==> config.mk <==
export PLATFORM = sky130hd
export DESIGN_NAME = vas_regs
export DESIGN_NICKNAME = d
export VERILOG_FILES = /design/src/sv/vas_pkg.sv /design/src/sv/vas_regs.sv
export SDC_FILE = /design/constraint.sdc
export NUM_CORES = 1
export LEC_CHECK = 0
export CORE_MARGIN = 2
export CORE_UTILIZATION = 49
export DETAILED_ROUTE_END_ITERATION = 8
export DONT_BUFFER_PORTS = 1
export HOLD_SLACK_MARGIN = 0.1
export PLACE_DENSITY = 0.67
export SLEW_MARGIN = 20
export SYNTH_ARGS = -nofsm -noshare
export SYNTH_HDL_FRONTEND = slang
export SYNTH_SLANG_ARGS = --single-unit
export TNS_END_PERCENT = 5
==> constraint.sdc <==
create_clock -name i_clk -period 1 [get_ports i_clk]
set_clock_uncertainty 0.2 [all_clocks]
set_input_delay 0.15 -clock i_clk [delete_from_list [all_inputs] [get_ports i_clk]]
set_output_delay 0.15 -clock i_clk [all_outputs]
set_load 0.05 [all_outputs]
==> src/sv/vas_pkg.sv <==
`default_nettype none
package vas_pkg;

    localparam int SAMPLE_W = 16;
    localparam int MAG_W    = 16;
    localparam int WINLEN_W = 10;
    localparam int LIMIT_W  = 15;
    localparam int OUTSUM_W = 25;
    localparam int APB_AW   = 3;
    localparam int APB_DW   = 32;

    localparam logic [WINLEN_W-1:0] WINLEN_RESET = 10'd400;
    localparam logic [LIMIT_W-1:0]  LIMIT_RESET  = 15'd0;

    // register index = paddr[2]
    typedef enum logic {
        REG_WINDOW_LEN  = 1'b0,
        REG_LEVEL_LIMIT = 1'b1
    } t_reg_idx;

    typedef struct packed {
        logic [WINLEN_W-1:0] window_len;
        logic [LIMIT_W-1:0]  level_limit;
    } t_cfg;

endpackage
`default_nettype wire

==> src/sv/vas_regs.sv <==
`default_nettype none
module vas_regs (
    input  wire                        i_clk,
    input  wire                        i_rst_n,
    input  wire                        i_psel,
    input  wire                        i_penable,
    input  wire                        i_pwrite,
    input  wire [vas_pkg::APB_AW-1:0]  i_paddr,
    input  wire [vas_pkg::APB_DW-1:0]  i_pwdata,
    output logic [vas_pkg::APB_DW-1:0] o_prdata,
    output logic                       o_pready,
    output vas_pkg::t_cfg              o_cfg
);
    import vas_pkg::*;

    t_cfg     r_cfg;
    t_reg_idx reg_idx;
    logic     wr_en;

    assign reg_idx  = t_reg_idx'(i_paddr[2]);
    assign o_pready = 1'b1;
    assign wr_en    = i_psel & i_penable & i_pwrite & o_pready;

    always_ff @(posedge i_clk) begin
        if (!i_rst_n) begin
            r_cfg.window_len  <= WINLEN_RESET;
            r_cfg.level_limit <= LIMIT_RESET;
        end else if (wr_en) begin
            unique case (reg_idx)
                REG_WINDOW_LEN:  r_cfg.window_len  <= i_pwdata[WINLEN_W-1:0];
                REG_LEVEL_LIMIT: r_cfg.level_limit <= i_pwdata[LIMIT_W-1:0];
            endcase
        end
    end

    always_comb begin
        unique case (reg_idx)
            REG_WINDOW_LEN:  o_prdata = {{(APB_DW-WINLEN_W){1'b0}}, r_cfg.window_len};
            REG_LEVEL_LIMIT: o_prdata = {{(APB_DW-LIMIT_W){1'b0}}, r_cfg.level_limit};
        endcase
    end

    assign o_cfg = r_cfg;

endmodule
`default_nettype wire

# Word-level counts from Yosys, hierarchy flattened
# Cells that the tools add are included.
[word_totals] register_bits=25 out_inout_bits=58 elab_cells=8
[op_classes] n_mux=1 n_bitwise=3 n_reduce_logical=2
[op_table] operator="one-hot mux 32 bit (2 select lines)" count=1
[op_table] operator="AND reduction 2 bit" count=2
[op_table] operator="AND 1 bit" count=2
[op_table] operator="NOT 1 bit" count=1

# Longest topological paths before layout
[logic_depth] ltp_word=3 ltp_mapped=5

# Worst setup path after synthesis
# OpenSTA, ideal clock, no wires.
[synth_timing] path_type="register -> output" start="register r_cfg (netlist bit o_cfg[10])" end="output port o_prdata[10] in the netlist's numbering" arrival_ps=1127 required_ps=650 setup_slack_ps=-477 path_stages_with_launch=2 cell_sequence="dfxtp_1 > and2_1"
[synth_via] elab_chain_len=1
[synth_lines] element="start: declaration" line_no="vas_regs.sv:16" rtl="t_cfg r_cfg;"
[synth_lines] element="one-hot mux 32 bit (2 select lines)" line_no="vas_regs.sv:37" rtl="unique case (reg_idx)"
[synth_lines] element="end: declaration" line_no="vas_regs.sv:10" rtl="output logic [vas_pkg::APB_DW-1:0] o_prdata,"
# No other way between the ends. The select of a mux whose other input is x is not followed.

# Final worst setup path
[layout_timing] start="register r_cfg (netlist bit o_cfg[22])" end="output port o_prdata[7] in the netlist's numbering"
# The elaborated chain is that of the path after synthesis.

==> results.sh <==
export IMPL_yosys_area_top_type="dfxtp_1"
export IMPL_criticalPathCategory="reg2out"
export IMPL_crit_chain="mux2_4"
export IMPL_mappedNetlistArea_um2=1330
export IMPL_finalSetupViolations=41
export IMPL_wl_mm=3.04
export IMPL_fp_dieH_um=56
export IMPL_fmax_mhz=722
export IMPL_crit_slowest_cell="dfxtp_4"
export IMPL_ys_seq_area_frac=0.378
export IMPL_avgViaCountPerCell=4.89
export IMPL_syn_area_per_cell_um2=9.33
export IMPL_routedWlPerCell_um=14.1
export IMPL_min_period_over_period=1.38
export IMPL_ir_drop_v=0.000747
export IMPL_grt_pass1_wl_mm=4.79
export IMPL_status="finished, violations left"
export IMPL_slowest_delay_ps=370
export IMPL_synth_top_area_share=0.378
export IMPL_maxCapViolations=0
export IMPL_drc_errors=0
export IMPL_grt_overflow_total=0
export IMPL_hold_buffers=8
export IMPL_async_flop_share=0
export IMPL_grt_pass1_vias=1049
export IMPL_clk_latency_ps=310
export IMPL_power_density_nw_per_um2=986
export IMPL_grt_setup_unrepaired="true"
export IMPL_violations="negative hold slack, negative setup slack"
export IMPL_cp_start_kind="flip-flop"
export IMPL_vias=1052
export IMPL_cts_root_buf="clkbuf_4"
export IMPL_synth_most_common_cell="nand2_1"
export IMPL_end_kind="primary output"
export IMPL_arrival_ps=1030
export IMPL_clock_sinks=25
export IMPL_grt_start_max_net_pins=44
export IMPL_cp_max_fo=2
export IMPL_leakage_nw=0.892
export IMPL_synth_edf_count=0
export IMPL_cts_tree="done"
export IMPL_die_x_um=56
export IMPL_synthCells=142
export IMPL_numCtsBuffers=3
export IMPL_io_buffers=0
export IMPL_finalWorstPathRequiredPeriod_ps=1380
export IMPL_clkTransAtPathRegs_ps=130
export IMPL_rows=18
export IMPL_hold_violations=25
export IMPL_synth_distinct_cells=16
export IMPL_ys_warn_count=0
export IMPL_ys_ff_latch=25
export IMPL_synthFlopType="dfxtp_1"
export IMPL_core_area_um2=2520
export IMPL_worstHoldPathType="in2reg"
export IMPL_gp_congestion=0.723
export IMPL_diodes=0
export IMPL_final_nets=226
export IMPL_fin_util=0.789
export IMPL_io_pins=98
export IMPL_largest_reg_flops=25
export IMPL_grt_total_usage=0.189
export IMPL_fp_dieArea_um2=3140
export IMPL_clock_path_buffers=2
export IMPL_area_delta_synth_final_pct=50.1
export IMPL_yosys_top_cells_count="37 x nand2_1, 25 x dfxtp_1, 25 x mux2i_1"
export IMPL_h_tree_depth=1
export IMPL_synth_area_top_cells="dfxtp_1 38%, mux2i_1 19%, buf_4 11%"
export IMPL_worst_slack_ps=-385
export IMPL_critical_path_top_delay_family="flip-flops"
export IMPL_antenna_found_initial=0
export IMPL_holdWs_ps=-239
export IMPL_drt_first_pass_iters=4
export IMPL_dpl_hpwl_mm=2.13
export IMPL_start_util=0.525
export IMPL_worst_path_buf_inv=0
export IMPL_drtIter0Drc=22
export IMPL_drive_gt1_frac=0.497
export IMPL_ant_nets=0
export IMPL_maxSlewViolCount=0
export IMPL_worstPathRequired_ps=650
==> cell usage in the layout, fill, tap and decap left out, drive strengths merged <==
cell type and n:
buf 43, and4b 1, dlygate4sd3 8, clkbuf 4, mux2 10, conb 18, dfxtp 25, nor2b 6
and2 5, nand2 37, nand4b 1, and4 1, mux2i 25, nand4 1
==> per-stage QoR <==
stage	power (mW)	setup TNS (ps)	instance area, um2	worst slack (ps)	instances
final	1.96	-11390	1990	-385	215
after global routing	2.05	-13030	1990	-418	215
after CTS	1.98	-11970	1940	-397	214
after detailed placement	1.49	-725	1750	-59.2	202
after global placement	1.48	-262	1750	-22.1	202
after floorplan	1.51	-3540	1540	-130	158
==> cell families (layout without fill, tap and decap cells) <==
logic type,Yosys count,count (layout),share of synthesized area
other,2,18,0.00567
flip-flops,25,25,0.378
buffers and inverters,28,55,0.159
multiplexers,35,35,0.274
AND/OR/NAND/NOR,52,52,0.184
==> report_power, final <==
part	switching [mW]	internal (mW)
combinational	0.360	0.168
sequential	0.0152	0.972
clock	0.290	0.156
==> path summary, 6_finish.rpt <==
kind / slack (ps) / depth (start not counted) / start / to
worst max-delay path: -380 / 1 / o_cfg[22]$_SDFFE_PN1P_ / o_prdata[7]
worst min-delay path: -240 / 2 / i_rst_n / o_cfg[7]$_SDFFE_PN0P_
worst max register to register: -10 / 4 / o_cfg[20]$_SDFFE_PN0P_ / o_cfg[20]$_SDFFE_PN0P_
worst min register to register: 280 / 2 / o_cfg[14]$_SDFFE_PN0P_ / o_cfg[14]$_SDFFE_PN0P_
==> repair_timing <==
| action | CTS | global route |
|---|---|---|
| pin swaps | 1 | 0 |
| endpoints found under the hold margin | 25 | 25 |
| setup buffers | 0 | 1 |
| resized for setup | 23 | 12 |
| setup endpoints to repair | 45 | 47 |
==> metal layers <==
layer,routed length (um),vias to the layer above,GRT usage
li1,-,512,-
met1,1120,497,0.192
met2,1700,43,0.383
met3,215,0,0.0419
met4,0,0,0.0408
met5,0,-,0
==> area by class of cell <==
cell class	instances	area (um2)
sequential	25	587
multi-input combinational	105	742
fill	179	533
clock buffer	4	26.3
timing repair buffer	51	597
tap	30	37.5
(Power assumes the default switching activity.)
